==> config.mk <==
export PLATFORM = sky130hd
export DESIGN_NAME = dvrt_queue
export DESIGN_NICKNAME = d
export VERILOG_FILES = /design/src/hdl/dvrt_pkg.sv /design/src/hdl/dvrt_queue.sv
export SDC_FILE = /design/constraint.sdc
export NUM_CORES = 1
export LEC_CHECK = 0
export BUFFER_PORTS_ARGS = -buffer_cell sky130_fd_sc_hd__buf_2
export CORE_MARGIN = 2
export CORE_UTILIZATION = 47
export CTS_CLUSTER_DIAMETER = 60
export DETAILED_ROUTE_END_ITERATION = 6
export GPL_ROUTABILITY_DRIVEN = 0
export HOLD_SLACK_MARGIN = 0.08
export PLACE_DENSITY = 0.76
export SKIP_CTS_REPAIR_TIMING = 1
export SYNTH_ARGS = -nofsm -noshare
export SYNTH_HDL_FRONTEND = slang
export SYNTH_SLANG_ARGS = --single-unit
export TNS_END_PERCENT = 1
==> constraint.sdc <==
create_clock -name clk_i -period 8.7 [get_ports clk_i]
set_clock_uncertainty 0.05 [all_clocks]
set_input_delay 0.87 -clock clk_i [delete_from_list [all_inputs] [get_ports clk_i]]
set_output_delay 0.87 -clock clk_i [all_outputs]
set_load 0.01 [all_outputs]
==> src/hdl/dvrt_pkg.sv <==
`timescale 1ns / 1ps
// ----------------------------------------------------------------------------
// dvrt_pkg: shared types and constants of the distance-vector route table
// Route entry layout, classified command layout, action codes and back-end
// sequencer states.
// ----------------------------------------------------------------------------
package dvrt_pkg;

  localparam int unsigned DEF_TABLE_DEPTH = 32;
  localparam int unsigned Q_DEPTH         = 2;
  localparam int unsigned Q_AW            = 1;

  localparam logic [30:0] COST_INF = 31'h7FFF_FFFF;

  // configuration register indexes
  localparam logic [7:0] CFG_OWN_IP      = 8'd0;
  localparam logic [7:0] CFG_OWN_MAC     = 8'd1;
  localparam logic [7:0] CFG_LIFETIME    = 8'd2;
  localparam logic [7:0] CFG_INITIAL_TTL = 8'd3;

  // input modes
  localparam logic [1:0] MODE_ROUTE = 2'd0;
  localparam logic [1:0] MODE_FWD   = 2'd1;
  localparam logic [1:0] MODE_TICK  = 2'd2;

  typedef enum logic [2:0] {
    ACT_DELIVER = 3'd0,
    ACT_SEND    = 3'd1,
    ACT_BCAST   = 3'd2,
    ACT_DROP    = 3'd3,
    ACT_ENTRY   = 3'd4,
    ACT_UPDATED = 3'd5,
    ACT_IGNORED = 3'd6,
    ACT_FULL    = 3'd7
  } action_e;

  typedef enum logic [1:0] {
    OP_ROUTE,
    OP_FWD,
    OP_TICK
  } op_e;

  typedef enum logic [2:0] {
    ST_IDLE,
    ST_SCAN,
    ST_EXEC,
    ST_OWN,
    ST_AGE
  } state_e;

  typedef struct packed {
    logic [31:0]       dest;
    logic [47:0]       nh;
    logic [30:0]       cost;
    logic signed [7:0] tm;
  } entry_t;

  typedef struct packed {
    op_e               op;
    logic [31:0]       dest_ip;
    logic              from_local;
    logic              own_dest;
    logic              ignore;
    logic              cost_inf;
    logic [7:0]        ttl_in;
    logic [7:0]        ttl_dec;
    logic [47:0]       nmac;
    logic [47:0]       enh;
    logic [30:0]       sum;
    logic signed [7:0] etime;
  } cmd_t;

endpackage

==> src/hdl/dvrt_queue.sv <==
`timescale 1ns / 1ps
// ----------------------------------------------------------------------------
// dvrt_queue: command queue
// Short FIFO between the classifier and the table sequencer.
// ----------------------------------------------------------------------------
module dvrt_queue import dvrt_pkg::*; (
  input  logic clk_i,
  input  logic rst_ni,
  input  logic push_i,
  input  cmd_t cmd_i,
  input  logic pop_i,
  output logic full_o,
  output logic valid_o,
  output cmd_t cmd_o
);

  cmd_t              slot_q [Q_DEPTH];
  logic [Q_AW-1:0]   wr_q, rd_q;
  logic [Q_AW:0]     cnt_q;

  assign full_o  = (cnt_q == (Q_AW+1)'(Q_DEPTH));
  assign valid_o = (cnt_q != '0);
  assign cmd_o   = slot_q[rd_q];

  // store the pushed beat
  always_ff @(posedge clk_i) begin
    if (push_i) begin
      slot_q[wr_q] <= cmd_i;
    end
  end

  // advance pointers and fill count
  always_ff @(posedge clk_i or negedge rst_ni) begin
    if (!rst_ni) begin
      wr_q  <= '0;
      rd_q  <= '0;
      cnt_q <= '0;
    end else begin
      if (push_i) wr_q <= wr_q + 1'b1;
      if (pop_i)  rd_q <= rd_q + 1'b1;
      cnt_q <= cnt_q + (Q_AW+1)'(push_i) - (Q_AW+1)'(pop_i);
    end
  end

endmodule

Yosys cells after proc, flatten, opt, wreduce, memory -nomap -nowiden
Memories as Yosys holds them, arrays and structs flattened.
Index checks and enable logic that the tools add are counted.
{ "word_totals": {"regBits": 4, "ram_bits": 378, "in_bits": 193, "mem_count": 1} }
{ "op_classes": {"addsub": 4, "n_eq_ne": 1, "muxes": 2, "n_reduce_logical": 1} }
{ "mem_list": {"columns": ["memory", "depth", "width", "rd", "rd_clocked_by_memory_dff", "wr", "line_no", "rtl"], "rows": [
  ["slot_q", 2, 189, 1, 0, 1, "dvrt_queue.sv:17", "cmd_t slot_q [Q_DEPTH];"]
]} }
{ "ops": {"columns": ["cell", "n"], "rows": [
  ["$add A1 B1 Y1 const B", 2],
  ["$add A2 B1 Y2", 1],
  ["$eq A2 B2 Y1 const B", 1],
  ["$mux W1", 2],
  ["$reduce_bool A2 Y1", 1],
  ["$sub A2 B1 Y2", 1]
]} }

Longest topological paths before layout
{ "logic_depth": {"depth_word": 2, "depth_mapped": 5, "mapped_depth_nobuf": 5} }

Worst setup path before layout
No wires, ideal clock.
{ "synth_timing": {"kind": "input-to-reg", "start": "input port push_i", "end": "memory slot_q[0][0] in the netlist's numbering, enable pin", "setup_ps": 764, "arrival_time_ps": 9024, "required_ps": 7886, "path_slack_ps": -1137, "stages": 1, "n_path_buf": 0, "path_cell_list": "nor2b_1"} }
{ "synth_via": {"elab_chain_len": 2} }
{ "synth_lines": {"columns": ["item", "line_no", "rtl"], "rows": [
  ["start, declared", "dvrt_queue.sv:9", "input logic push_i,"],
  ["$mux W1", "dvrt_queue.sv:27", "if (push_i) begin"],
  ["$mux W1 (not written as such)", "dvrt_queue.sv:28", "slot_q[wr_q] <= cmd_i;"],
  ["end, declared", "dvrt_queue.sv:17", null]
]} }
No other way between the ends.

==> results.ini <==
[pwr]
p_per_area_nw_per_um2=325
ir_drop_mv=0.201
leakagePower_nw=6.94

[worst_setup_path]
worstSetupStartpointType=flop
rr_endpoint=slot_q[0][122]
critPathMostFrequentCell=buf_4
worst_setup_path_end_kind=output pin
crit_chain=buf_4 > buf_4 > mux2_2 > buf_2
worstSetupPathType=reg2out
cp_max_fo=63
critPathArrivalTime_ns=3.39
cpMaxStageDelayCell=dfrtp_4
path_buf_inv=3
rr_startpoint=wr_q
required_ns=7.78
max_stage_delay_ns=0.98
ff2ff_setup_slack_ns=6.18
reg2regPathDepth=3
crit_family=buffers and inverters

[floorplan]
std_cell_rows=63
io_pins=384
die_area_um2=31700
die_h_um=178
die_w_um=178
core_region_area_um2=29700
initial_utilization_pct=47.9

[final_layout]
post-route-util_pct=59.6
fin_area_um2=17700
multiInputGateArea_um2=2610
drive_above_1_share_pct=60.9
fillers=2180
fin_nets=1209
syn2layout_area_growth_pct=24.3
register_area_um2=11500

[run_status]
outcome=completed

[hold_path]
hp-class=in2async

[grt]
grt_overflow=0
grt_pass1_wl_um=39400
grt_pass1_vias=7206
grt_max_degree=73
antenna_found_initial=8
gr-usage-all-layers_pct=16.5

[sta]
period_share_pct=49.6
setup_viol=0
rsz0062_at_grt=false
finalSetupTns_ns=0
tightest_slew_ns=0.978
max_freq_mhz=232
fin_hold_ws_ns=0.112
relSlewSlack_pct=34.8
min_period_ns=4.31
hold_viol_final=0
slew_viol_final=0

[synth]
synthesis.area_um2=14200
ys_seq_area_share_pct=80.5
synth_edf_count=378
yosysTopAreaCell=edfxtp_1
yosysMostFrequentCell=edfxtp_1
ys_top_cells_by_area=edfxtp_1 (80%), mux2_4 (11%), mux2_2 (7.0%)
synth_cell_type_count=13
synth-seq-cells=382
syn_inst=603
synthFlopType=edfxtp_1
yosys_warnings=0
syn-num-nets=798
synthArstFlopShare_pct=1.05
avgSynthCellArea_um2=23.6
synth_top_area_share_pct=79.7
synth_top_cells_by_count=edfxtp_1 (378), mux2_4 (100), mux2_2 (89)

[drt]
drc=0
drt_wl_total_um=27600
avgViaCountPerCell=4.88
routedWlPerCell_um=19.3
postRouteAntennaNets=0
drtIter0Drc=408
firstDrtPassIters=4
num_vias=7010

[cts]
clock_latency_ns=0.50
cts_tree=done
htreeDepth=2
clockBufferDepth=3
clockRootBuffer=clkbuf_16
cts.clk_slew.worst_paths_ns=0.06
cts_sinks=382
cts_inserted_buffers=39

[placed_design]
dp_hpwl_um=18800
placed_area_um2=16500
numPortBuffers=383

[job]
max_cap_viol_count=0

[layer usage]
| metal | up-vias | track usage, % | share of wire (%) | routed length, um |
|---|---|---|---|---|
| met4 | 8 | 6.05 | 2.6 | 721 |
| met5 | - | 0 | 0.14 | 40 |
| met1 | 3384 | 19.3 | 36 | 10100 |
| li1 | 3242 | - | - | - |
| met2 | 317 | 28.1 | 50 | 13800 |
| met3 | 59 | 5.84 | 11 | 2970 |
[state kept, by name, indices dropped and copies added, names as in the netlist]
register  count
wr_q          1
cnt_q         2
slot_q      378
rd_q          1
[kinds of logic (layout without fill, tap and decap cells)]
family	count (synthesis)	in the layout	share of synthesized area (%)
AND/OR/NAND/NOR	4	4	0.176
multiplexers	189	189	17.6
buffers and inverters	23	462	1.32
XOR/XNOR	3	3	0.290
adder cells (fa/ha/maj)	2	2	0.176
flip-flops	382	382	80.5
other	0	4	0
[per-stage QoR]
step           power [mW]  cells  setup slack [ns]
2_1_floorplan        3.80    603              2.42
3_3_place_gp         4.29   1363              4.89
3_5_place_dp         4.32   1363              4.87
4_1_cts              5.83   1432              4.32
5_1_grt              6.01   1434              4.20
6_report             5.75   1436              4.39
[worst register-to-register path, stage by stage (launching register included)]
cell	delay, ns
dfrtp_1	0.42
nor2b_4	0.21
buf_4	0.56
buf_4	0.84
[layout by cell type, fill, tap and decap left out, drive strengths merged, types with 2 or more instances in the layout]
cell | netlist | routed
inv | 2 | 3
ha | 2 | 2
buf | 21 | 391
xor2 | 2 | 2
dfrtp | 4 | 4
mux2 | 189 | 189
edfxtp | 378 | 378
nor2b | 2 | 2
clkinv | 0 | 18
diode | 0 | 4
clkbuf | 0 | 49
[power by group]
group	leakage, nW	internal (mW)	switching (mW)
clock	0.568	0.860	0.635
sequential	3.59	2.45	0.141
combinational	2.78	0.831	0.840
total	6.94	4.14	1.62
[layout make-up]
class	instances	share of cell area (%)
tap	390	2.76
antenna	4	0.0566
inverter	2	0.0424
sequential	382	64.7
clock buffer	49	5.97
multi-input combinational	198	14.7
timing repair buffer	391	11.2
clock inverter	20	0.566
[worst max path at each step]
| stage | start | to | slack [ns] | depth (start not counted) |
|---|---|---|---|---|
| after detailed placement | rd_q | cmd_o[179] | 4.87 | 4 |
| after floorplan | push_i | slot_q[0][0] | 2.42 | 1 |
| after global routing | rd_q | cmd_o[179] | 4.20 | 4 |
| after CTS | rd_q | cmd_o[179] | 4.32 | 4 |
| after global placement | rd_q | cmd_o[179] | 4.89 | 4 |
| final | rd_q | cmd_o[179] | 4.39 | 4 |
(Power assumes the default switching activity.)
