`src/hdl/dvrt_pkg.sv`:
```
`timescale 1ns / 1ps
// ----------------------------------------------------------------------------
// dvrt_pkg: shared types and constants of the distance-vector route table
// Route entry layout, classified command layout, action codes and back-end
// sequencer states.
// ----------------------------------------------------------------------------
package dvrt_pkg;

  localparam int unsigned DEF_TABLE_DEPTH = 32;
  localparam int unsigned Q_DEPTH         = 2;
  localparam int unsigned Q_AW            = 1;

  localparam logic [30:0] COST_INF = 31'h7FFF_FFFF;

  // configuration register indexes
  localparam logic [7:0] CFG_OWN_IP      = 8'd0;
  localparam logic [7:0] CFG_OWN_MAC     = 8'd1;
  localparam logic [7:0] CFG_LIFETIME    = 8'd2;
  localparam logic [7:0] CFG_INITIAL_TTL = 8'd3;

  // input modes
  localparam logic [1:0] MODE_ROUTE = 2'd0;
  localparam logic [1:0] MODE_FWD   = 2'd1;
  localparam logic [1:0] MODE_TICK  = 2'd2;

  typedef enum logic [2:0] {
    ACT_DELIVER = 3'd0,
    ACT_SEND    = 3'd1,
    ACT_BCAST   = 3'd2,
    ACT_DROP    = 3'd3,
    ACT_ENTRY   = 3'd4,
    ACT_UPDATED = 3'd5,
    ACT_IGNORED = 3'd6,
    ACT_FULL    = 3'd7
  } action_e;

  typedef enum logic [1:0] {
    OP_ROUTE,
    OP_FWD,
    OP_TICK
  } op_e;

  typedef enum logic [2:0] {
    ST_IDLE,
    ST_SCAN,
    ST_EXEC,
    ST_OWN,
    ST_AGE
  } state_e;

  typedef struct packed {
    logic [31:0]       dest;
    logic [47:0]       nh;
    logic [30:0]       cost;
    logic signed [7:0] tm;
  } entry_t;

  typedef struct packed {
    op_e               op;
    logic [31:0]       dest_ip;
    logic              from_local;
    logic              own_dest;
    logic              ignore;
    logic              cost_inf;
    logic [7:0]        ttl_in;
    logic [7:0]        ttl_dec;
    logic [47:0]       nmac;
    logic [47:0]       enh;
    logic [30:0]       sum;
    logic signed [7:0] etime;
  } cmd_t;

endpackage

```
`src/hdl/dvrt_front.sv`:
```
`timescale 1ns / 1ps
// ----------------------------------------------------------------------------
// dvrt_front: command classifier
// Accepts input beats, drops the unused mode, precomputes own-address hits,
// the saturated path cost and the decremented TTL, and pushes a command.
// ----------------------------------------------------------------------------
module dvrt_front import dvrt_pkg::*; (
  input  logic              start_i,
  input  logic              q_full_i,
  input  logic [1:0]        mode_i,
  input  logic [31:0]       dest_ip_i,
  input  logic              from_local_i,
  input  logic [7:0]        ttl_in_i,
  input  logic [47:0]       neighbor_mac_i,
  input  logic [30:0]       link_weight_i,
  input  logic [30:0]       entry_cost_i,
  input  logic signed [7:0] entry_time_i,
  input  logic [47:0]       entry_next_hop_i,
  input  logic [31:0]       own_ip_i,
  input  logic [47:0]       own_mac_i,
  output logic              busy_o,
  output logic              push_o,
  output cmd_t              cmd_o
);

  logic [31:0] sum_full;

  assign busy_o   = q_full_i;
  assign sum_full = {1'b0, link_weight_i} + {1'b0, entry_cost_i};

  // classify the beat
  always_comb begin
    push_o = 1'b0;
    cmd_o.op = OP_ROUTE;
    unique case (mode_i)
      MODE_ROUTE: begin
        cmd_o.op = OP_ROUTE;
        push_o   = start_i && !q_full_i;
      end
      MODE_FWD: begin
        cmd_o.op = OP_FWD;
        push_o   = start_i && !q_full_i;
      end
      MODE_TICK: begin
        cmd_o.op = OP_TICK;
        push_o   = start_i && !q_full_i;
      end
      default: push_o = 1'b0;
    endcase
    cmd_o.dest_ip    = dest_ip_i;
    cmd_o.from_local = from_local_i;
    cmd_o.own_dest   = (dest_ip_i == own_ip_i);
    cmd_o.ignore     = (dest_ip_i == own_ip_i) || (entry_next_hop_i == own_mac_i);
    cmd_o.cost_inf   = (entry_cost_i == COST_INF);
    cmd_o.ttl_in     = ttl_in_i;
    cmd_o.ttl_dec    = ttl_in_i - 8'd1;
    cmd_o.nmac       = neighbor_mac_i;
    cmd_o.enh        = entry_next_hop_i;
    // saturate the path cost at infinity
    cmd_o.sum        = sum_full[31] ? COST_INF : sum_full[30:0];
    cmd_o.etime      = entry_time_i;
  end

endmodule

```
`config.mk`:
```
export PLATFORM = sky130hd
export DESIGN_NAME = dvrt_front
export DESIGN_NICKNAME = d
export VERILOG_FILES = /design/src/hdl/dvrt_pkg.sv /design/src/hdl/dvrt_front.sv
export SDC_FILE = /design/constraint.sdc
export NUM_CORES = 1
export LEC_CHECK = 0
export ABC_AREA = 1
export BUFFER_PORTS_ARGS = -buffer_cell sky130_fd_sc_hd__buf_2
export CAP_MARGIN = 20
export CORE_AREA = 2 2 189 191
export DETAILED_ROUTE_END_ITERATION = 10
export DIE_AREA = 0 0 191 193
export PLACE_DENSITY_LB_ADDON = 0.15
export SLEW_MARGIN = 20
export SYNTH_ARGS = -nofsm -noshare
export SYNTH_HDL_FRONTEND = slang
export SYNTH_SLANG_ARGS = --single-unit
```
`constraint.sdc`:
```
create_clock -name vclk -period 1.5
set_input_delay 0.15 -clock vclk [all_inputs]
set_output_delay 0.15 -clock vclk [all_outputs]
set_load 0.02 [all_outputs]
```
# == Word level (Yosys, flattened, before mapping) ==
# Index checks and enable logic that the tools add are counted.
# word_totals
mem_bits_rw,0
output_inout_bits,191
word_cells,15
memories,0
rom_bits,0
regBits,0
latch_bits,0
# op_classes
mul,0
n_reduce_logical,5
add_sub_neg,2
mux,3
shifts,0
order_cmp,0
eq_ne,5
div_mod_pow,0
bitwise_logic,0
# op_table
op,n
$eq 48x48->1,1
$add 31x31->32,1
$eq 32x32->1,1
$eq 31x31->1 const B,1
$mux 31,1
$sub 8x1->8 const B,1
$pmux 2 s2,1
$reduce_or 3->1,1
$eq 2x1->1 const B,1
$eq 2x2->1 const B,1
$logic_not 2->1,1
$logic_and 1x1->1,1
$logic_not 1->1,1
$logic_or 1x1->1,1
$mux 1,1

# == Logic depth before layout (Yosys ltp) ==
# Gate-level depths: netlist of the first run.
# logic_depth
word_depth,3
ltp_mapped,13

# == Worst setup path after synthesis of the first run ==
# Ideal clock, no wire load.
# synth_path
kind,input port to output port
from,input port link_weight_i[0]
to,output port cmd_o[24] (netlist bit)
t_required_ns,1.350
n_path_buf,0
slack_ns,-0.214
arrival_ns,1.564
cell_stages,9
path_cell_list,ha_1 fa_1 nand3_1 nand3_1 nand2_1 nand2_1 nand2_1 a21oi_1 nand3b_1
# synth_lines
item,line,source
"start, declared",dvrt_front.sv:15,"input logic [30:0] link_weight_i,"
"end, declared",dvrt_front.sv:23,output cmd_t cmd_o

==> impl_metrics.tcl, run 1 <==
set metrics [dict create \
    status "finished, violations left" \
    violations "negative setup slack" \
    layout.nets 1600 \
    rsz0062_at_grt "true" \
    syn-mean-instance-area_um2 5.49 \
    grt_pass1_vias 6566 \
    synth_top_area_cell "buf_4" \
    start_util_pct 14.2 \
    slew_viol_final 0 \
    dr.pass1.iters 5 \
    final_common_cell "buf_2" \
    vias 6454 \
    io_pins 482 \
    peakVddDrop_mv 0.141 \
    min_period_ns 1.93 \
    yosysSeqAreaShare_pct 0 \
    period_share_pct 129 \
    synth_area_leaders "buf_4, nand2_1, inv_1" \
    clock.fmax_mhz 518 \
    dieArea_um2 36900 \
    final_cell_mix "buf_2, nand2_1, buf_4" \
    drc 0 \
    yosysWarnings 0 \
    synth_nets 1230 \
    cp-start-kind "input port" \
    fp-row-count 69 \
    drv_cap 0 \
    setup_violations 31 \
    grt_pass1_wl_um 37600 \
    relSlewSlack_pct 76.6 \
    dp_hpwl_um 24800 \
    critPathCaptureType "output pin" \
    grt.overflow.total 0 \
    numPortBuffers 368 \
    finalWeightedCongestion 0.771 \
    leakagePower_nw 4.82 \
    startpoint "entry_cost_i[16]" \
    synth_area_um2 4970 \
    seq_cell_count 0 \
    hold_buffers 0 \
    pre_cts_ws_ns -0.610 \
    worstMarginPinSlew_ns 0.350 \
    finalHoldViolations 0 \
    setup_slack_ns -0.430 \
    cp.arrival_ns 1.78 \
    stdcell_count 1738 \
    nClkBuffers 0 \
    die_y_um 193 \
    drive_above_1_share_pct 57.7 \
    routed_via_density 3.71 \
    track_usage_pct 13.6 \
    wl_um 26800 \
    power_density_nw_per_um2 439 \
    antenna_found_initial 13 \
    synthCells 906 \
    grt_max_degree 11 \
    routedWlPerCell_um 15.4 \
    path_max_fanout 6 \
    synth_top_area_share_pct 22.0 \
    hold_path_class "in -> out" \
    ff_latch_area_um2 0 \
    endpoint "cmd_o[10]" \
    core_um2 35000 \
    post-place-cells 1714 \
    first_iter_violations 120 \
    required_ns 1.35 \
    finalPower_w 0.00387 \
    die_w_um 191 \
    area_growth_pct 77.0 \
    path_class "in -> out" \
    antenna_left 0 \
    synth.distinct_cells 28 \
]
==> timing repair <==
| action | in CTS | in global routing |
|---|---|---|
| setup endpoints to repair | 32 | 35 |
| cloned | 2 | 0 |
| pin swaps | 14 | 34 |
| hold endpoints to repair | 0 | 0 |
| gates resized for setup | 169 | 90 |
| setup buffers | 20 | 3 |
==> cell usage after synthesis <==
cell / count
nand2_1: 272
inv_1: 154
buf_4: 146
nand3_1: 62
nor2_1: 62
xnor2_1: 45
xor2_1: 38
ha_1: 32
a21oi_1: 20
nand4_1: 20
nor3_1: 12
or2_2: 10
and2_1: 9
buf_6: 3
nand2_2: 3
a21o_1: 2
nand3_2: 2
nor2_2: 2
nor4_1: 2
o21ai_0: 2
a21oi_2: 1
a21oi_4: 1
and2_2: 1
and3_1: 1
fa_1: 1
nand3b_1: 1
o22ai_1: 1
or3_2: 1
==> logic make-up after synthesis <==
family	synth area share [%]
simple gates	39.4
buf+inv	34.3
xor+xnor	14.6
fa+ha+maj	8.45
compound gates	3.15
==> critical path, cell delays in order <==
cell and delay [ns]:
buf_2 0.12, ha_4 0.28, buf_4 0.12, nand2_4 0.06, nor2_4 0.14, inv_2 0.07
nor2_2 0.12, and2_4 0.16, a21oi_4 0.05, buf_12 0.14, buf_12 0.14, o21ai_1 0.07
buf_4 0.15
==> routing by layer <==
metal	GRT usage (%)	wire length, um	up-vias
met5	0	115	-
met4	1.73	337	20
met3	3.86	2160	44
met2	23.8	12700	215
met1	16.9	11500	2812
li1	-	-	3363
==> stage by stage <==
| step | TNS [ns] | instance area, um^2 | util [%] | hold WS, ns |
|---|---|---|---|---|
| finish | -12.19 | 8800 | 25.2 | 0.300 |
| detailed placement | -16.67 | 7710 | 22.1 | 0.300 |
| global placement | -17.03 | 7710 | 22.1 | 0.300 |
| floorplan | -1.14 | 5450 | - | 0.380 |
| CTS | -13.05 | 8510 | 24.3 | 0.300 |
| global route | -15.62 | 8800 | 25.2 | 0.300 |
==> power breakdown <==
group / internal [W] / total (W) / switching (W)
clock: 0.000000000268 / 0.000000000268 / 0
combinational: 0.00178 / 0.00387 / 0.00209
sequential: 0 / 0 / 0
==> final cells by class <==
type	instances	area [um^2]
fillers	3975	26200
well taps	461	577
diodes	3	7.51
multi-input cells	603	4370
inverters	154	584
repair buffers	517	3260
==> worst min-delay path by stage <==
stage                  startpoint          to  cells past startpoint
3_5_place_dp   neighbor_mac_i[17]  cmd_o[104]                      0
6_report          entry_time_i[0]    cmd_o[0]                      0
2_1_floorplan           mode_i[1]  cmd_o[187]                      1
4_1_cts        neighbor_mac_i[17]  cmd_o[104]                      0
3_3_place_gp   neighbor_mac_i[17]  cmd_o[104]                      0
5_1_grt           entry_time_i[4]    cmd_o[4]                      0
Power figures use the tool's default switching activity.
==> run 2, diff against run 1 <==
Settings changed: ABC_AREA 1 to 0, CORE_AREA 2 2 189 191 to 2 2 187 189, DIE_AREA 0 0 191 193 to 0 0 189 191.
==> impl_metrics.tcl, run 2 <==
set metrics [dict create \
    synth_area_um2 4190 \
    clkPwrFrac_pct 0 \
    synth_top_area_share_pct 26.2 \
    grt.overflow.total 0 \
    period_share_pct 167 \
    io_pins 482 \
    ff_latch_area_um2 0 \
    critPathCaptureType "output pin" \
    switchingPower_w 0.00167 \
    synth.distinct_cells 53 \
    wl_um 20900 \
    fill_cells 3890 \
    synth.most_common_cell "buf_4" \
    setup_violations 32 \
    vias 5244 \
    min_period_ns 2.51 \
    setup_slack_ns -1.01 \
    die_w_um 189 \
    rsz0062_at_grt "true" \
    finalHoldViolations 0 \
    antenna_left 0 \
    dieArea_um2 36100 \
    path_class "in -> out" \
    status "finished, violations left" \
    routed_via_density 3.69 \
    dr.pass1.iters 4 \
    grt_pass1_wl_um 30100 \
    synth_top_area_cell "buf_4" \
    syn-mean-instance-area_um2 7.07 \
    path_max_fanout 17 \
    track_usage_pct 10.6 \
    cp.arrival_ns 2.36 \
    start_util_pct 12.3 \
    grt_max_degree 18 \
    slew_viol_final 0 \
    drc 0 \
    core_um2 34100 \
    routedWlPerCell_um 14.7 \
    antenna_found_initial 2 \
    numPortBuffers 368 \
    required_ns 1.35 \
    finalWeightedCongestion 0.824 \
    synth_area_leaders "buf_4, xnor2_1, xor2_1" \
    drv_cap 0 \
    peakVddDrop_mv 0.204 \
    layout.nets 1291 \
    hold_path_class "in -> out" \
    internal-power_w 0.00164 \
    worstMarginPinSlew_ns 0.466 \
    final_common_cell "buf_2" \
    yosysWarnings 0 \
    die_y_um 191 \
    postPlaceCellArea_um2 6870 \
    fp-row-count 68 \
    swShare_pct 50.6 \
    clock.fmax_mhz 399 \
    first_iter_violations 168 \
    synthCells 593 \
    yosys-top-cells-count "buf_4, xnor2_1, nand2_1, xor2_1, a21oi_1" \
    final_cell_area_um2 7380 \
    dp_hpwl_um 19400 \
    whs_ns 0.300 \
    drive_above_1_share_pct 61.8 \
    power_density_nw_per_um2 449 \
    violations "negative setup slack" \
    pwr-share-comb_pct 100.0 \
    p_seq_share_pct 0 \
    multi_input_area_um2 3380 \
    nClkBuffers 0 \
    yosysSeqAreaShare_pct 0 \
    seq_cell_count 0 \
    leakagePower_nw 3.66 \
    area_growth_pct 76.1 \
    grt_pass1_vias 5352 \
    setup_tns_ns -29.84 \
    synth_nets 917 \
    cp-start-kind "input port" \
    post-place-cells 1415 \
    stdcell_count 1423 \
    final_cell_mix "buf_2, buf_4, xnor2_1" \
    relSlewSlack_pct 68.5 \
]
[run 2: area by class of cell]
class | count | area share [%]
timing repair buffer | 531 | 45.5
antenna | 3 | 0.102
multi-input combinational | 418 | 45.8
tap | 455 | 7.72
inverter | 16 | 0.814
[run 2: cells by family (layout without fill, tap and decap cells)]
| family | count (synthesis) | after routing | synth area share, % |
|---|---|---|---|
| buffers and inverters | 175 | 547 | 29.3 |
| AOI/OAI and AO/OA | 114 | 114 | 17.6 |
| and+or+nand+nor | 163 | 163 | 20.5 |
| adders and majority gates | 33 | 33 | 10.0 |
| xor gates and xnor gates | 107 | 107 | 22.4 |
| muxes | 1 | 1 | 0.269 |
| other | 0 | 3 | 0 |
[run 2: timing repair]
item,4_1_cts,5_1_grt
hold buffers,0,0
pin swaps,20,3
gates cloned,1,0
setup buffers,3,1
gates resized for setup,88,18
setup endpoints to repair,35,36
[run 2: critical path: stages]
cell and delay (ns):
buf_8 0.10, ha_4 0.24, a21oi_4 0.15, o211ai_1 0.15, buf_4 0.17, a221oi_4 0.33, o21ai_2 0.10, a221oi_2 0.25
and2b_2 0.26, buf_12 0.18, nand3b_1 0.10, buf_2 0.17
[run 2: power groups by stage]
stage                     clock network (W)  logic [W]  registers, W
final                        0.000000000269    0.00331             0
after floorplan                           0    0.00190             0
after global routing        0.0000000000896    0.00359             0
after global placement                    0    0.00304             0
after detailed placement                  0    0.00302             0
after CTS                                 0    0.00330             0
[run 2: final timing paths]
kind | startpoint | end | slack (ns) | cells after the start
max | link_weight_i[1] | cmd_o[38] | -1.01 | 12
min | neighbor_mac_i[22] | cmd_o[109] | 0.30 | 0
[run 2: through the flow]
stage / total power [W] / utilization [%] / worst slack (ns)
2_1_floorplan: 0.00190 / - / -0.746
3_3_place_gp: 0.00304 / 20.1 / -1.13
3_5_place_dp: 0.00302 / 20.1 / -1.13
4_1_cts: 0.00330 / 21.3 / -1.03
5_1_grt: 0.00359 / 21.6 / -1.15
6_report: 0.00331 / 21.6 / -1.01
[run 2: metal layers]
| layer | GRT usage [%] | share of wire [%] |
|---|---|---|
| met5 | 0 | 0 |
| met1 | 14.1 | 45 |
| met3 | 1.60 | 6.2 |
| met4 | 1.20 | 0.78 |
| met2 | 18.7 | 48 |
==> run 3, diff against run 2 <==
Settings changed: REMOVE_ABC_BUFFERS set to 1.
==> impl_metrics.tcl, run 3 (synthesis results as in run 2) <==
set metrics [dict create \
    rsz0062_at_grt "true" \
    cp.arrival_ns 2.42 \
    nClkBuffers 0 \
    first_iter_violations 237 \
    grt.overflow.total 0 \
    path_class "in -> out" \
    cp-start-kind "input port" \
    leakagePower_nw 3.83 \
    drive_above_1_share_pct 64.7 \
    slowest_stage "a221oi_4" \
    power_density_nw_per_um2 463 \
    postPlaceCellArea_um2 6680 \
    setup_violations 34 \
    dr.pass1.iters 4 \
    critPathTopFamily "compound AO/OA/AOI/OAI gates" \
    critPathCaptureType "output pin" \
    seq_cell_count 0 \
    track_usage_pct 13.2 \
    finalPower_w 0.00360 \
    min_period_ns 2.57 \
    holdPathEnd "cmd_o[92]" \
    crit_cells 12 \
    period_share_pct 171 \
    required_ns 1.35 \
    final_common_cell "buf_2" \
    path_cells "buf_8, ha_4, a211o_1, nor2b_4, a221oi_4, o21ai_4, a221oi_2, and2b_2, buf_12, clkbuf_16, nand2_4, buf_6" \
    crit_buf_inv 4 \
    post-place-cells 1418 \
    drc 0 \
    max_stage_delay_ns 0.33 \
    dieArea_um2 36100 \
    clock.fmax_mhz 390 \
    start_util_pct 12.3 \
    violations "negative setup slack" \
    final_cell_area_um2 7780 \
    grt_pass1_wl_um 35300 \
    routed_via_density 3.81 \
    ff_latch_area_um2 0 \
    grt_pass1_vias 5383 \
    vias 5470 \
    area_growth_pct 85.8 \
    grt_max_degree 13 \
    finalHoldViolations 0 \
    routedWlPerCell_um 18.3 \
    antenna_left 0 \
    wl_um 26200 \
    die_w_um 189 \
    fp-row-count 68 \
    antenna_found_initial 1 \
    status "finished, violations left" \
    hold_path_class "in -> out" \
    multi_input_area_um2 3560 \
    final_cell_mix "buf_2, buf_4, xnor2_1" \
    io_pins 482 \
    path_max_fanout 6 \
    relSlewSlack_pct 70.5 \
    drv_cap 0 \
    min-delay-start "neighbor_mac_i[5]" \
    finalWeightedCongestion 0.779 \
    die_y_um 191 \
    slew_viol_final 0 \
    numPortBuffers 368 \
    setup_slack_ns -1.07 \
    peakVddDrop_mv 0.171 \
    min_path_cells 0 \
    stdcell_count 1435 \
    core_um2 34100 \
    fill_cells 3844 \
    dp_hpwl_um 23500 \
    diodes 0 \
    worstMarginPinSlew_ns 0.441 \
    layout.nets 1306 \
]
run 3: cell count changes in the layout (fill, tap and decap cells not counted), moves of 6 or more:
| cell | before | now |
|---|---|---|
| buf_2 | 328 | 317 |
| buf_4 | 161 | 170 |
| buf_6 | 37 | 49 |
| nand2_2 | 12 | 6 |
| o21ai_2 | 2 | 8 |
run 3: power by group:
group          switching (W)  internal [W]  leakage (nW)
clock network              0             0             0
registers                  0             0             0
logic                0.00183       0.00177          3.83
run 3: final cells by class:
class                      count  area share, %
inverter                      16          0.771
multi-input combinational    418           45.7
tap                          455           7.31
timing repair buffer         546           46.2
run 3: through the flow:
stage	util (%)	hold WS, ns	setup TNS, ns	worst slack (ns)
floorplan	-	0.300	-34.80	-1.25
global placement	19.6	0.300	-39.12	-1.33
detailed placement	19.6	0.300	-40.94	-1.36
CTS	21.8	0.300	-32.03	-1.06
global route	22.8	0.300	-34.84	-1.18
finish	22.8	0.300	-31.05	-1.07
run 3: repair_timing:
item | CTS | global route
gates resized for setup | 146 | 77
gates cloned | 1 | 1
pin swaps | 41 | 29
hold buffers | 0 | 0
buffers inserted | 14 | 4
setup endpoints to repair | 35 | 36
run 3: worst max-delay path by stage:
stage	from	endpoint	slack, ns
final	entry_cost_i[6]	cmd_o[29]	-1.07
after global routing	entry_cost_i[1]	cmd_o[20]	-1.18
after CTS	entry_cost_i[1]	cmd_o[36]	-1.06
after detailed placement	entry_cost_i[4]	cmd_o[33]	-1.36
after global placement	entry_cost_i[4]	cmd_o[33]	-1.33
after floorplan	link_weight_i[7]	cmd_o[26]	-1.25
run 3: metal layers:
| metal | vias up | routed length, um | GRT usage [%] | part of all wire, % |
|---|---|---|---|---|
| li1 | 2713 | - | - | - |
| met1 | 2499 | 12900 | 20.5 | 49 |
| met2 | 250 | 10500 | 17.5 | 40 |
| met3 | 4 | 2730 | 4.72 | 10 |
| met4 | 4 | 14 | 0.120 | 0.053 |
| met5 | - | 138 | 2.75 | 0.53 |
