[src/hdl/dvrt_pkg.sv]
`timescale 1ns / 1ps
// ----------------------------------------------------------------------------
// dvrt_pkg: shared types and constants of the distance-vector route table
// Route entry layout, classified command layout, action codes and back-end
// sequencer states.
// ----------------------------------------------------------------------------
package dvrt_pkg;

  localparam int unsigned DEF_TABLE_DEPTH = 32;
  localparam int unsigned Q_DEPTH         = 2;
  localparam int unsigned Q_AW            = 1;

  localparam logic [30:0] COST_INF = 31'h7FFF_FFFF;

  // configuration register indexes
  localparam logic [7:0] CFG_OWN_IP      = 8'd0;
  localparam logic [7:0] CFG_OWN_MAC     = 8'd1;
  localparam logic [7:0] CFG_LIFETIME    = 8'd2;
  localparam logic [7:0] CFG_INITIAL_TTL = 8'd3;

  // input modes
  localparam logic [1:0] MODE_ROUTE = 2'd0;
  localparam logic [1:0] MODE_FWD   = 2'd1;
  localparam logic [1:0] MODE_TICK  = 2'd2;

  typedef enum logic [2:0] {
    ACT_DELIVER = 3'd0,
    ACT_SEND    = 3'd1,
    ACT_BCAST   = 3'd2,
    ACT_DROP    = 3'd3,
    ACT_ENTRY   = 3'd4,
    ACT_UPDATED = 3'd5,
    ACT_IGNORED = 3'd6,
    ACT_FULL    = 3'd7
  } action_e;

  typedef enum logic [1:0] {
    OP_ROUTE,
    OP_FWD,
    OP_TICK
  } op_e;

  typedef enum logic [2:0] {
    ST_IDLE,
    ST_SCAN,
    ST_EXEC,
    ST_OWN,
    ST_AGE
  } state_e;

  typedef struct packed {
    logic [31:0]       dest;
    logic [47:0]       nh;
    logic [30:0]       cost;
    logic signed [7:0] tm;
  } entry_t;

  typedef struct packed {
    op_e               op;
    logic [31:0]       dest_ip;
    logic              from_local;
    logic              own_dest;
    logic              ignore;
    logic              cost_inf;
    logic [7:0]        ttl_in;
    logic [7:0]        ttl_dec;
    logic [47:0]       nmac;
    logic [47:0]       enh;
    logic [30:0]       sum;
    logic signed [7:0] etime;
  } cmd_t;

endpackage

[src/hdl/dvrt_back.sv]
`timescale 1ns / 1ps
// ----------------------------------------------------------------------------
// dvrt_back: route table sequencer
// Holds the table memory and fill count, scans it for lookups, applies the
// Bellman-Ford update or forward decision, and ages and dumps it on a tick.
// ----------------------------------------------------------------------------
module dvrt_back import dvrt_pkg::*; #(
  parameter int unsigned TABLE_DEPTH = DEF_TABLE_DEPTH
) (
  input  logic              clk_i,
  input  logic              rst_ni,
  input  logic              q_valid_i,
  input  cmd_t              q_cmd_i,
  output logic              pop_o,
  input  logic [31:0]       own_ip_i,
  input  logic [47:0]       own_mac_i,
  input  logic [6:0]        lifetime_i,
  input  logic [7:0]        initial_ttl_i,
  output logic              out_strobe_o,
  output logic [2:0]        action_o,
  output logic [31:0]       out_ip_o,
  output logic [47:0]       out_mac_o,
  output logic [30:0]       out_cost_o,
  output logic signed [7:0] out_time_o,
  output logic [7:0]        ttl_out_o,
  output logic              last_o
);

  localparam int unsigned IW = $clog2(TABLE_DEPTH);
  localparam int unsigned CW = $clog2(TABLE_DEPTH + 1);

  state_e            state_q, state_d;
  cmd_t              cmd_q, cmd_d;
  logic [CW-1:0]     cnt_q, cnt_d;
  logic [CW-1:0]     rd_idx_q, rd_idx_d;
  logic              chk_v_q, chk_v_d;
  logic [IW-1:0]     chk_idx_q, chk_idx_d;
  logic              hit_q, hit_d;
  logic [IW-1:0]     hit_idx_q, hit_idx_d;
  entry_t            hit_ent_q, hit_ent_d;

  entry_t            mem [TABLE_DEPTH];
  entry_t            rdata_q;
  logic              rd_en;
  logic              wr_en;
  logic [IW-1:0]     wr_addr;
  entry_t            wr_data;

  logic              strobe_q, strobe_d;
  logic [2:0]        act_q, act_d;
  logic [31:0]       ip_q, ip_d;
  logic [47:0]       mac_q, mac_d;
  logic [30:0]       cost_q, cost_d;
  logic signed [7:0] time_q, time_d;
  logic [7:0]        ttl_q, ttl_d;
  logic              last_q, last_d;

  logic              issue_more;
  logic              scan_done;
  logic signed [8:0] tdec;
  entry_t            aged;

  assign issue_more = (rd_idx_q != cnt_q);
  assign scan_done  = !issue_more && !chk_v_q;

  // age one entry read from the table
  always_comb begin
    tdec = {rdata_q.tm[7], rdata_q.tm} - 9'sd1;
    aged = rdata_q;
    if (tdec <= 9'sd0) begin
      aged.cost = COST_INF;
      aged.tm   = -8'sd1;
    end else begin
      aged.tm = tdec[7:0];
    end
  end

  // next state
  always_comb begin
    state_d = state_q;
    unique case (state_q)
      ST_IDLE: begin
        if (q_valid_i) state_d = (q_cmd_i.op == OP_TICK) ? ST_OWN : ST_SCAN;
      end
      ST_SCAN: if (scan_done) state_d = ST_EXEC;
      ST_EXEC: state_d = ST_IDLE;
      ST_OWN:  state_d = (cnt_q == '0) ? ST_IDLE : ST_AGE;
      ST_AGE:  if (scan_done) state_d = ST_IDLE;
      default: state_d = ST_IDLE;
    endcase
  end

  // datapath and results
  always_comb begin
    pop_o     = 1'b0;
    cmd_d     = cmd_q;
    cnt_d     = cnt_q;
    rd_idx_d  = rd_idx_q;
    chk_v_d   = 1'b0;
    chk_idx_d = chk_idx_q;
    hit_d     = hit_q;
    hit_idx_d = hit_idx_q;
    hit_ent_d = hit_ent_q;
    rd_en     = 1'b0;
    wr_en     = 1'b0;
    wr_addr   = hit_idx_q;
    wr_data   = hit_ent_q;
    strobe_d  = 1'b0;
    act_d     = ACT_IGNORED;
    ip_d      = '0;
    mac_d     = '0;
    cost_d    = '0;
    time_d    = '0;
    ttl_d     = '0;
    last_d    = 1'b1;
    unique case (state_q)
      ST_IDLE: begin
        if (q_valid_i) begin
          pop_o    = 1'b1;
          cmd_d    = q_cmd_i;
          rd_idx_d = '0;
          hit_d    = 1'b0;
        end
      end
      ST_SCAN, ST_AGE: begin
        // issue the next table read
        if (issue_more) begin
          rd_en     = 1'b1;
          chk_v_d   = 1'b1;
          chk_idx_d = rd_idx_q[IW-1:0];
          rd_idx_d  = rd_idx_q + 1'b1;
        end
        if (state_q == ST_SCAN) begin
          // keep the first matching slot
          if (chk_v_q && !hit_q && rdata_q.dest == cmd_q.dest_ip) begin
            hit_d     = 1'b1;
            hit_idx_d = chk_idx_q;
            hit_ent_d = rdata_q;
          end
        end else if (chk_v_q) begin
          // write back the aged entry and emit it
          wr_en    = 1'b1;
          wr_addr  = chk_idx_q;
          wr_data  = aged;
          strobe_d = 1'b1;
          act_d    = ACT_ENTRY;
          ip_d     = aged.dest;
          mac_d    = aged.nh;
          cost_d   = aged.cost;
          time_d   = aged.tm;
          last_d   = ({1'b0, chk_idx_q} == (IW+1)'(cnt_q - 1'b1));
        end
      end
      ST_OWN: begin
        strobe_d = 1'b1;
        act_d    = ACT_ENTRY;
        ip_d     = own_ip_i;
        mac_d    = own_mac_i;
        time_d   = signed'({1'b0, lifetime_i});
        last_d   = (cnt_q == '0);
        rd_idx_d = '0;
      end
      ST_EXEC: begin
        strobe_d = 1'b1;
        if (cmd_q.op == OP_FWD) begin
          if (cmd_q.from_local) begin
            if (!hit_q) begin
              act_d = ACT_BCAST;
              ttl_d = initial_ttl_i;
            end else if (hit_ent_q.cost != COST_INF && hit_ent_q.cost != '0 &&
                         hit_ent_q.tm > 8'sd0) begin
              act_d = ACT_SEND;
              mac_d = hit_ent_q.nh;
              ttl_d = initial_ttl_i;
            end else begin
              act_d = ACT_DROP;
            end
          end else if (cmd_q.own_dest) begin
            act_d = ACT_DELIVER;
            ttl_d = cmd_q.ttl_in;
          end else if (cmd_q.ttl_in == '0) begin
            act_d = ACT_DROP;
          end else if (!hit_q) begin
            act_d = ACT_BCAST;
            ttl_d = cmd_q.ttl_dec;
          end else begin
            act_d = ACT_SEND;
            mac_d = hit_ent_q.nh;
            ttl_d = cmd_q.ttl_dec;
          end
        end else begin
          // route entry: Bellman-Ford merge
          act_d = ACT_IGNORED;
          ip_d  = cmd_q.dest_ip;
          if (cmd_q.ignore) begin
            act_d = ACT_IGNORED;
          end else if (cmd_q.cost_inf) begin
            if (hit_q && hit_ent_q.nh == cmd_q.nmac) begin
              wr_en        = 1'b1;
              wr_data.cost = COST_INF;
              wr_data.tm   = -8'sd1;
            end else if (hit_q && hit_ent_q.nh == cmd_q.enh) begin
              wr_en      = 1'b1;
              wr_data.tm = cmd_q.etime;
            end
          end else if (!hit_q) begin
            if (cnt_q == CW'(TABLE_DEPTH)) begin
              act_d = ACT_FULL;
            end else begin
              wr_en   = 1'b1;
              wr_addr = cnt_q[IW-1:0];
              wr_data = '{dest: cmd_q.dest_ip, nh: cmd_q.nmac, cost: cmd_q.sum,
                          tm: cmd_q.etime};
              cnt_d   = cnt_q + 1'b1;
            end
          end else if (cmd_q.sum < hit_ent_q.cost) begin
            wr_en        = 1'b1;
            wr_data.nh   = cmd_q.nmac;
            wr_data.cost = cmd_q.sum;
            wr_data.tm   = cmd_q.etime;
          end else if (hit_ent_q.nh == cmd_q.enh) begin
            wr_en      = 1'b1;
            wr_data.tm = cmd_q.etime;
          end
          if (wr_en) begin
            act_d  = ACT_UPDATED;
            ip_d   = wr_data.dest;
            mac_d  = wr_data.nh;
            cost_d = wr_data.cost;
            time_d = wr_data.tm;
          end
        end
      end
      default: ;
    endcase
  end

  // table memory
  always_ff @(posedge clk_i) begin
    if (wr_en) mem[wr_addr] <= wr_data;
    if (rd_en) rdata_q <= mem[rd_idx_q[IW-1:0]];
  end

  // payload registers
  always_ff @(posedge clk_i) begin
    cmd_q     <= cmd_d;
    chk_idx_q <= chk_idx_d;
    hit_idx_q <= hit_idx_d;
    hit_ent_q <= hit_ent_d;
    act_q     <= act_d;
    ip_q      <= ip_d;
    mac_q     <= mac_d;
    cost_q    <= cost_d;
    time_q    <= time_d;
    ttl_q     <= ttl_d;
    last_q    <= last_d;
  end

  // control registers
  always_ff @(posedge clk_i or negedge rst_ni) begin
    if (!rst_ni) begin
      state_q  <= ST_IDLE;
      cnt_q    <= '0;
      rd_idx_q <= '0;
      chk_v_q  <= 1'b0;
      hit_q    <= 1'b0;
      strobe_q <= 1'b0;
    end else begin
      state_q  <= state_d;
      cnt_q    <= cnt_d;
      rd_idx_q <= rd_idx_d;
      chk_v_q  <= chk_v_d;
      hit_q    <= hit_d;
      strobe_q <= strobe_d;
    end
  end

  assign out_strobe_o = strobe_q;
  assign action_o     = act_q;
  assign out_ip_o     = ip_q;
  assign out_mac_o    = mac_q;
  assign out_cost_o   = cost_q;
  assign out_time_o   = time_q;
  assign ttl_out_o    = ttl_q;
  assign last_o       = last_q;

`ifndef NO_ASSERTIONS
  a_cnt_bound: assert property (@(posedge clk_i) disable iff (!rst_ni)
    cnt_q <= CW'(TABLE_DEPTH)) else $error("fill count beyond depth");
  a_exec_one: assert property (@(posedge clk_i) disable iff (!rst_ni)
    state_q == ST_EXEC |=> strobe_q && last_q) else $error("exec gave no final result");
  a_hit_filled: assert property (@(posedge clk_i) disable iff (!rst_ni)
    hit_q |-> {1'b0, hit_idx_q} < (IW+1)'(cnt_q)) else $error("hit on unfilled slot");
  a_chk_filled: assert property (@(posedge clk_i) disable iff (!rst_ni)
    chk_v_q |-> {1'b0, chk_idx_q} < (IW+1)'(cnt_q)) else $error("read of unfilled slot");
`endif

endmodule

[config.mk]
export PLATFORM = sky130hd
export DESIGN_NAME = dvrt_back
export DESIGN_NICKNAME = d
export VERILOG_FILES = /design/src/hdl/dvrt_pkg.sv /design/src/hdl/dvrt_back.sv
export SDC_FILE = /design/constraint.sdc
export NUM_CORES = 2
export LEC_CHECK = 0
export ABC_AREA = 1
export ABC_CLOCK_PERIOD_IN_PS = 9800
export BUFFER_PORTS_ARGS = -buffer_cell sky130_fd_sc_hd__buf_4
export CAP_MARGIN = 20
export CORE_ASPECT_RATIO = 0.8
export CORE_MARGIN = 4
export CORE_UTILIZATION = 30
export CTS_BUF_LIST = sky130_fd_sc_hd__clkbuf_8 sky130_fd_sc_hd__clkbuf_16
export DETAILED_ROUTE_END_ITERATION = 10
export HOLD_SLACK_MARGIN = 0.08
export PLACE_DENSITY_LB_ADDON = 0.25
export SYNTH_ARGS = -nofsm -noshare
export SYNTH_HDL_FRONTEND = slang
export SYNTH_SLANG_ARGS = --single-unit
[constraint.sdc]
create_clock -name clk_i -period 9.8 [get_ports clk_i]
set_input_delay 1.96 -clock clk_i [delete_from_list [all_inputs] [get_ports clk_i]]
set_output_delay 1.96 -clock clk_i [all_outputs]
set_load 0.02 [all_outputs]
Yosys cells after proc, flatten, opt, wreduce, memory -nomap -nowiden --
Memory sizes are Yosys's and may differ from the RTL's. A register that Yosys moved wholly into a read port is not among the register bits. Index checks and enable logic that the tools add are counted.
Operators by class: add/subtract/negate cells 4, $lt $le $gt $ge 3, equal/unequal tests 19, mux-type cells 109, bitwise operators 5, reductions and logical operators 26
Operators with widths (count):
- 2-to-1 mux 119 bit | 5
- 2-to-1 mux 48 bit | 10
- case mux 119 bit (2 select lines) | 1
- 2-to-1 mux 31 bit | 6
- 2-to-1 mux 32 bit | 5
- case mux 48 bit (3 select lines) | 1
- 2-to-1 mux 8 bit | 14
- equality test 48 bit | 2
- case mux 32 bit (3 select lines) | 1
- 2-to-1 mux 87 bit | 1
- 2-to-1 mux 80 bit | 1
- 2-to-1 mux 79 bit | 1
- case mux 31 bit (2 select lines) | 1
- 2-to-1 mux 39 bit | 1
- 2-to-1 mux 5 bit | 7
- equality test 32 bit | 1
- < comparator 31 bit | 1
- inequality test 31 bit, second input constant | 1
- nonzero test 31 bit | 1
- 2-to-1 mux 1 bit | 28
- case mux 8 bit (3 select lines) | 1
- 2-to-1 mux 3 bit | 7
- case mux 6 bit (3 select lines) | 1
- 2-to-1 mux 2 bit | 8
- other kinds (32) | 60
Storage, ports and cells: flip-flop bits (word level) 467, RAM bits 3808, input port bits 287, output and inout bits 133, logic and storage cells 198, memories kept 1
Memory list:
- mem | words 32, width 119, rd ports 1, clocked after Yosys merged registers in 1, wr ports 1, line dvrt_back.sv:42 | entry_t mem [TABLE_DEPTH];

Longest topological paths before layout --
depth after elaboration 12, depth in mapped cells 20, gate-level depth less buffers 19

Worst setup path after synthesis --
OpenSTA, ideal clock, no wires.
path kind in2out, start point in q_valid_i, end point out pop_o, data arrival time 5.814 ns, required time 7.840 ns, setup slack 2.026 ns, stages on the path 2, cell sequence nand2_1 inv_1
On the way: longest elaborated chain between the ends 2
RTL lines:
- start: declaration | line dvrt_back.sv:12 | input logic q_valid_i,
- 2-to-1 mux 1 bit | line dvrt_back.sv:118 | if (q_valid_i) begin
- 2-to-1 mux 1 bit | line dvrt_back.sv:116 | unique case (state_q)
- end: declaration | line dvrt_back.sv:14 | output logic pop_o,
No other way between the ends.

Worst setup path in the final report --
start point reg hit_ent_q[59] (netlist name), end point mem mem[25][116] (netlist name) (enable)
On the way: longest elaborated chain between the ends 12
RTL lines:
- start: declaration | line dvrt_back.sv:40 | entry_t hit_ent_q, hit_ent_d;
- start signal: assignment | line dvrt_back.sv:249 | hit_ent_q <= hit_ent_d;
- equality test 48 bit | line dvrt_back.sv:202, dvrt_back.sv:221
- 2-to-1 mux 1 bit / logical AND 1 bit (equally long branches) | line dvrt_back.sv:221, dvrt_back.sv:202
- 2-to-1 mux 1 bit (on tied branches) | line dvrt_back.sv:216, dvrt_back.sv:202
- 2-to-1 mux 1 bit (on tied branches) | line dvrt_back.sv:206, dvrt_back.sv:198
- 2-to-1 mux 1 bit (*) | line dvrt_back.sv:197 | end else if (cmd_q.cost_inf) begin
- 2-to-1 mux 1 bit (*) | line dvrt_back.sv:195 | if (cmd_q.ignore) begin
- 2-to-1 mux 1 bit (*) | line dvrt_back.sv:165 | if (cmd_q.op == OP_FWD) begin
- 2-to-1 mux 1 bit (*) | line dvrt_back.sv:116
- 2-to-1 mux 1 bit (*) | line dvrt_back.sv:165
- case mux 1 bit (2 select lines) (*) | line dvrt_back.sv:116
- 2-to-1 mux 1 bit (*) | line dvrt_back.sv:240 | if (wr_en) mem[wr_addr] <= wr_data;
- 2-to-1 mux 1 bit (implied by the code) (*) | line dvrt_back.sv:240
- end: declaration | line dvrt_back.sv:42
Mark *: on every way between the ends. The rest lies on a longest branch, timed or not. The select of a mux whose other input is x is not followed.

==> PnR_summary.wiki <==
{| class="wikitable"
! Metric !! Value
|-
| Headroom to the max-slew limit || 0.207
|-
| Proportion of power drawn by flip-flops and latches || 0.422
|-
| Synthesis-stage register bit count || roughly 4400
|-
| Most used standard cells in the synthesized netlist || 4245 x sky130_fd_sc_hd__edfxtp_1, 2268 x sky130_fd_sc_hd__nor2_1, 2153 x sky130_fd_sc_hd__o21ai_0
|-
| Post-synthesis net count || 13700
|-
| Cell type with the highest occurrence count on the critical path || sky130_fd_sc_hd__nand2_2
|-
| Die footprint || a little under 600000 um^2
|-
| Count of instances resized after the clock tree is built || 0
|-
| Antenna violations before repair || 38
|-
| WS Path Type || register to register
|-
| Switch Pwr || 22.9 mW
|-
| Number of filler cells placed in the layout || 56200
|-
| Initial core utilization || 0.302
|-
| CTS Sinks || 4394
|-
| Setup repair after global routing missed its margin || false
|-
| Layout overhead on the synthesized area || 15.8%
|-
| Post-route minimum period || 6.67 ns
|-
| Worst clock skew || 0.102 ns
|-
| Largest driver fanout on the critical path || 62
|-
| DPL Wire Length || 345000 um
|-
| Inserted Clock Buffers || 462
|-
| Worst path top cell family by delay || simple AND/OR/NAND/NOR gates
|-
| Share of async-settable or async-resettable flops after synthesis || 0.00410
|-
| Leading post-synthesis cells by cell area || sky130_fd_sc_hd__edfxtp_1 73%, sky130_fd_sc_hd__o21ai_0 6.2%, sky130_fd_sc_hd__nor2_1 4.9%
|-
| Hold Path Class || register to register
|-
| Per-cell routed wire length || 28.1 um
|-
| Total routing resource utilization after global routing || 0.197
|-
| ANT nets after route || 0
|-
| P_leak || about 65 nW
|-
| Post-synth EDFFs || 4245
|-
| TritonCTS clock tree || done
|-
| Share of total power consumed by net switching || 0.371
|-
| Top FF cell, synth || sky130_fd_sc_hd__edfxtp_1
|-
| Fin Setup TNS || 0 ns
|-
| Crit-path cells || xnor2_1 -> nand2_1 -> nor2_1 -> nand3_1 -> nor2_2 -> nand2_2 -> nor2_8 -> inv_4 -> nand2_8 -> nand2_2 -> nand2_2 -> nand2_1 -> nor2_4 -> buf_4 -> buf_12
|-
| Length of the first detailed-routing pass in iterations || 6
|-
| Share of the synthesized area in the top cell type || 0.732
|-
| Combined area of the multi-input logic cells || 39500 um^2
|-
| Max Fclk || 150 MHz
|-
| Critical path buffer and inverter count || 3
|-
| Comb power frac || 0.303
|-
| Critical Path AT || 7.28 ns
|-
| Via count of the first global-routing pass || 108000
|-
| Kind of capture point of the worst setup path || register
|-
| Sequential area share after synthesis || 0.750
|-
| Die outline height || around 690 um
|-
| Synth cell types || 63
|-
| Chip width || 860 um
|-
| Critical-path top delay cell || sky130_fd_sc_hd__nor2_4
|-
| Share of power burned in the clock network || 0.274
|-
| Layout net count || 14000
|-
| Count of hold-fix buffers inserted at cts || 0
|-
| Setup Viol. Count Final || 0
|-
| Run status || finished clean
|-
| # port buffers || 419
|-
| Post-route fraction of the period consumed by the critical path || 0.681
|-
| Crit-path max cell delay || 0.75 ns
|-
| Most numerous cell in the Yosys netlist || sky130_fd_sc_hd__edfxtp_1
|-
| Routability congestion estimate from global placement || 0.875
|-
| Largest net degree at the start of global routing || 187
|-
| Sort of element at the start of the critical path || register
|-
| Register area || 131000 um^2
|-
| Maximum level of the CTS H-tree || 5
|-
| Clock transition at the registers of the reported paths || ~0.070 ns
|-
| Final count of pins violating max slew || 0
|-
| Post-synthesis area per instance || 13.0 um^2
|-
| Endpoint required time on the critical path || about 10 ns
|-
| Number of primary I/O pins || 420
|-
| Final hold vios || 0
|-
| Synth Instances || 13400
|-
| Vias || 117000
|-
| Cell type with the largest total area after synthesis || sky130_fd_sc_hd__edfxtp_1
|-
| Cell at the root of the clock tree || sky130_fd_sc_hd__clkbuf_16
|-
| Peak ir drop on the vdd network || 0.000240 V
|-
| Vias per Instance || 5.36
|-
| Number of maximum-capacitance violations || 0
|-
| Number of buffers inserted to repair setup after CTS || 0
|-
| Transition at the pin with the smallest max-transition slack || 1.19 ns
|-
| Netlist Area Pre-Place || 174000 um^2
|-
| Row cnt || 249
|-
| Initial DRC Count || about 15000
|-
| Number of warning messages in the yosys log || 0
|-
| Internal Power || 38.9 mW
|-
| Clk_lat worst skew || 1.04 ns
|-
| Aggregate routed wire length || between 600000 and 700000 um
|-
| Maximum count of clock buffers along a single path || 4
|-
| Share of cells above drive strength 1 || 0.117
|-
| Final routed DRC violation total || 0
|-
| First-pass GRT wire length || 853000 um
|-
| PD cells || between 300 and 400 nW/um^2
|-
| Core region area || 576000 um^2
|-
| Sum of overflow across all layers after global routing || 0
|-
| Final cell utilization of the core || 0.350
|}
-- cell families (layout without fill, tap and decap cells) --
group | Yosys count | count (layout) | synth area share
buf+inv | 1192 | 1895 | 0.0280
fa+ha+maj | 35 | 35 | 0.00252
flops | 4394 | 4394 | 0.750
xor+xnor | 56 | 56 | 0.00282
simple gates | 3779 | 3779 | 0.0864
compound gates | 3925 | 3925 | 0.130
other cells | 0 | 18 | 0
-- state kept, by name, indices dropped and copies added, names as in the netlist, 8 cells and up --
register	count
ttl_out_o	8
out_mac_o	48
cmd_q	189
mem	3808
out_cost_o	31
rdata_q	39
out_time_o	8
aged	80
out_ip_o	32
hit_ent_q	119
-- per-stage QoR --
stage	setup WS (ns)	instance area, um^2	cells	total power, mW	hold slack, ns
floorplan	2.03	174000	13400	36.5	0.418
global placement	3.50	187000	20900	45.1	0.430
detailed placement	3.34	187000	20900	45.1	0.431
CTS	3.31	202000	21700	62.0	0.446
global route	3.06	202000	21700	64.3	0.448
finish	3.13	202000	21800	61.8	0.446
-- area by class of cell --
class | instances | area share
Inverter | 278 | 0.00557
Sequential cell | 4394 | 0.648
Antenna cell | 18 | 0.000223
Clock buffer | 481 | 0.0589
Clock inverter | 377 | 0.0133
Timing Repair Buffer | 759 | 0.0311
Multi-Input combinational cell | 7795 | 0.196
Tap cell | 7655 | 0.0475
-- cells in the final DEF (no fill, tap or decap), types with 51 or more instances in the layout --
cell type / synthesis / routed
sky130_fd_sc_hd__nand4_1: 65 / 65
sky130_fd_sc_hd__a211oi_1: 52 / 51
sky130_fd_sc_hd__dfxtp_1: 131 / 131
sky130_fd_sc_hd__clkinv_1: 4 / 107
sky130_fd_sc_hd__nand2_1: 1055 / 1052
sky130_fd_sc_hd__clkinv_2: 0 / 97
sky130_fd_sc_hd__o21ai_1: 87 / 89
sky130_fd_sc_hd__o211ai_1: 80 / 80
sky130_fd_sc_hd__a21oi_1: 283 / 268
sky130_fd_sc_hd__o221ai_1: 290 / 277
sky130_fd_sc_hd__inv_1: 232 / 333
sky130_fd_sc_hd__clkbuf_16: 0 / 466
sky130_fd_sc_hd__o22ai_1: 693 / 693
sky130_fd_sc_hd__nand3_1: 260 / 259
sky130_fd_sc_hd__nor3_1: 52 / 52
sky130_fd_sc_hd__edfxtp_1: 4245 / 4245
sky130_fd_sc_hd__a31oi_1: 116 / 110
sky130_fd_sc_hd__o21ai_0: 2153 / 2151
sky130_fd_sc_hd__buf_4: 13 / 709
sky130_fd_sc_hd__nor2_1: 2268 / 2232
-- power by group through the flow --
| stage | Combinational [mW] | Clock [mW] | Sequential (mW) |
|---|---|---|---|
| 4_1_cts | 18.7 | 17.2 | 26.1 |
| 3_3_place_gp | 18.6 | 0 | 26.5 |
| 2_1_floorplan | 10.2 | 0 | 26.3 |
| 6_report | 18.7 | 17.0 | 26.1 |
| 5_1_grt | 20.2 | 18.0 | 26.1 |
| 3_5_place_dp | 18.7 | 0 | 26.4 |
-- worst paths after layout --
path / start / to / slack (ns) / cells after the start
setup reg to reg: hit_ent_q[59] / mem[25][116] / 3.13 / 15
setup / recovery: hit_ent_q[59] / mem[25][116] / 3.13 / 15
max in group asynchronous: rst_ni / rd_idx_q[1] / 8.63 / 1
min in group asynchronous: rst_ni / out_strobe_o / 0.82 / 1
hold / removal: rdata_q[14] / hit_ent_q[14] / 0.45 / 0
hold reg to reg: rdata_q[14] / hit_ent_q[14] / 0.45 / 0
-- routing by layer --
layer | vias up | global-route usage | part of all wire
met2 | 5218 | 0.297 | 0.44
met3 | 862 | 0.0323 | 0.082
met5 | - | 0 | 0.000080
met4 | 8 | 0.0567 | 0.031
met1 | 59900 | 0.292 | 0.45
li1 | 50700 | - | -
Note: power is estimated with default switching activity, not from simulation.
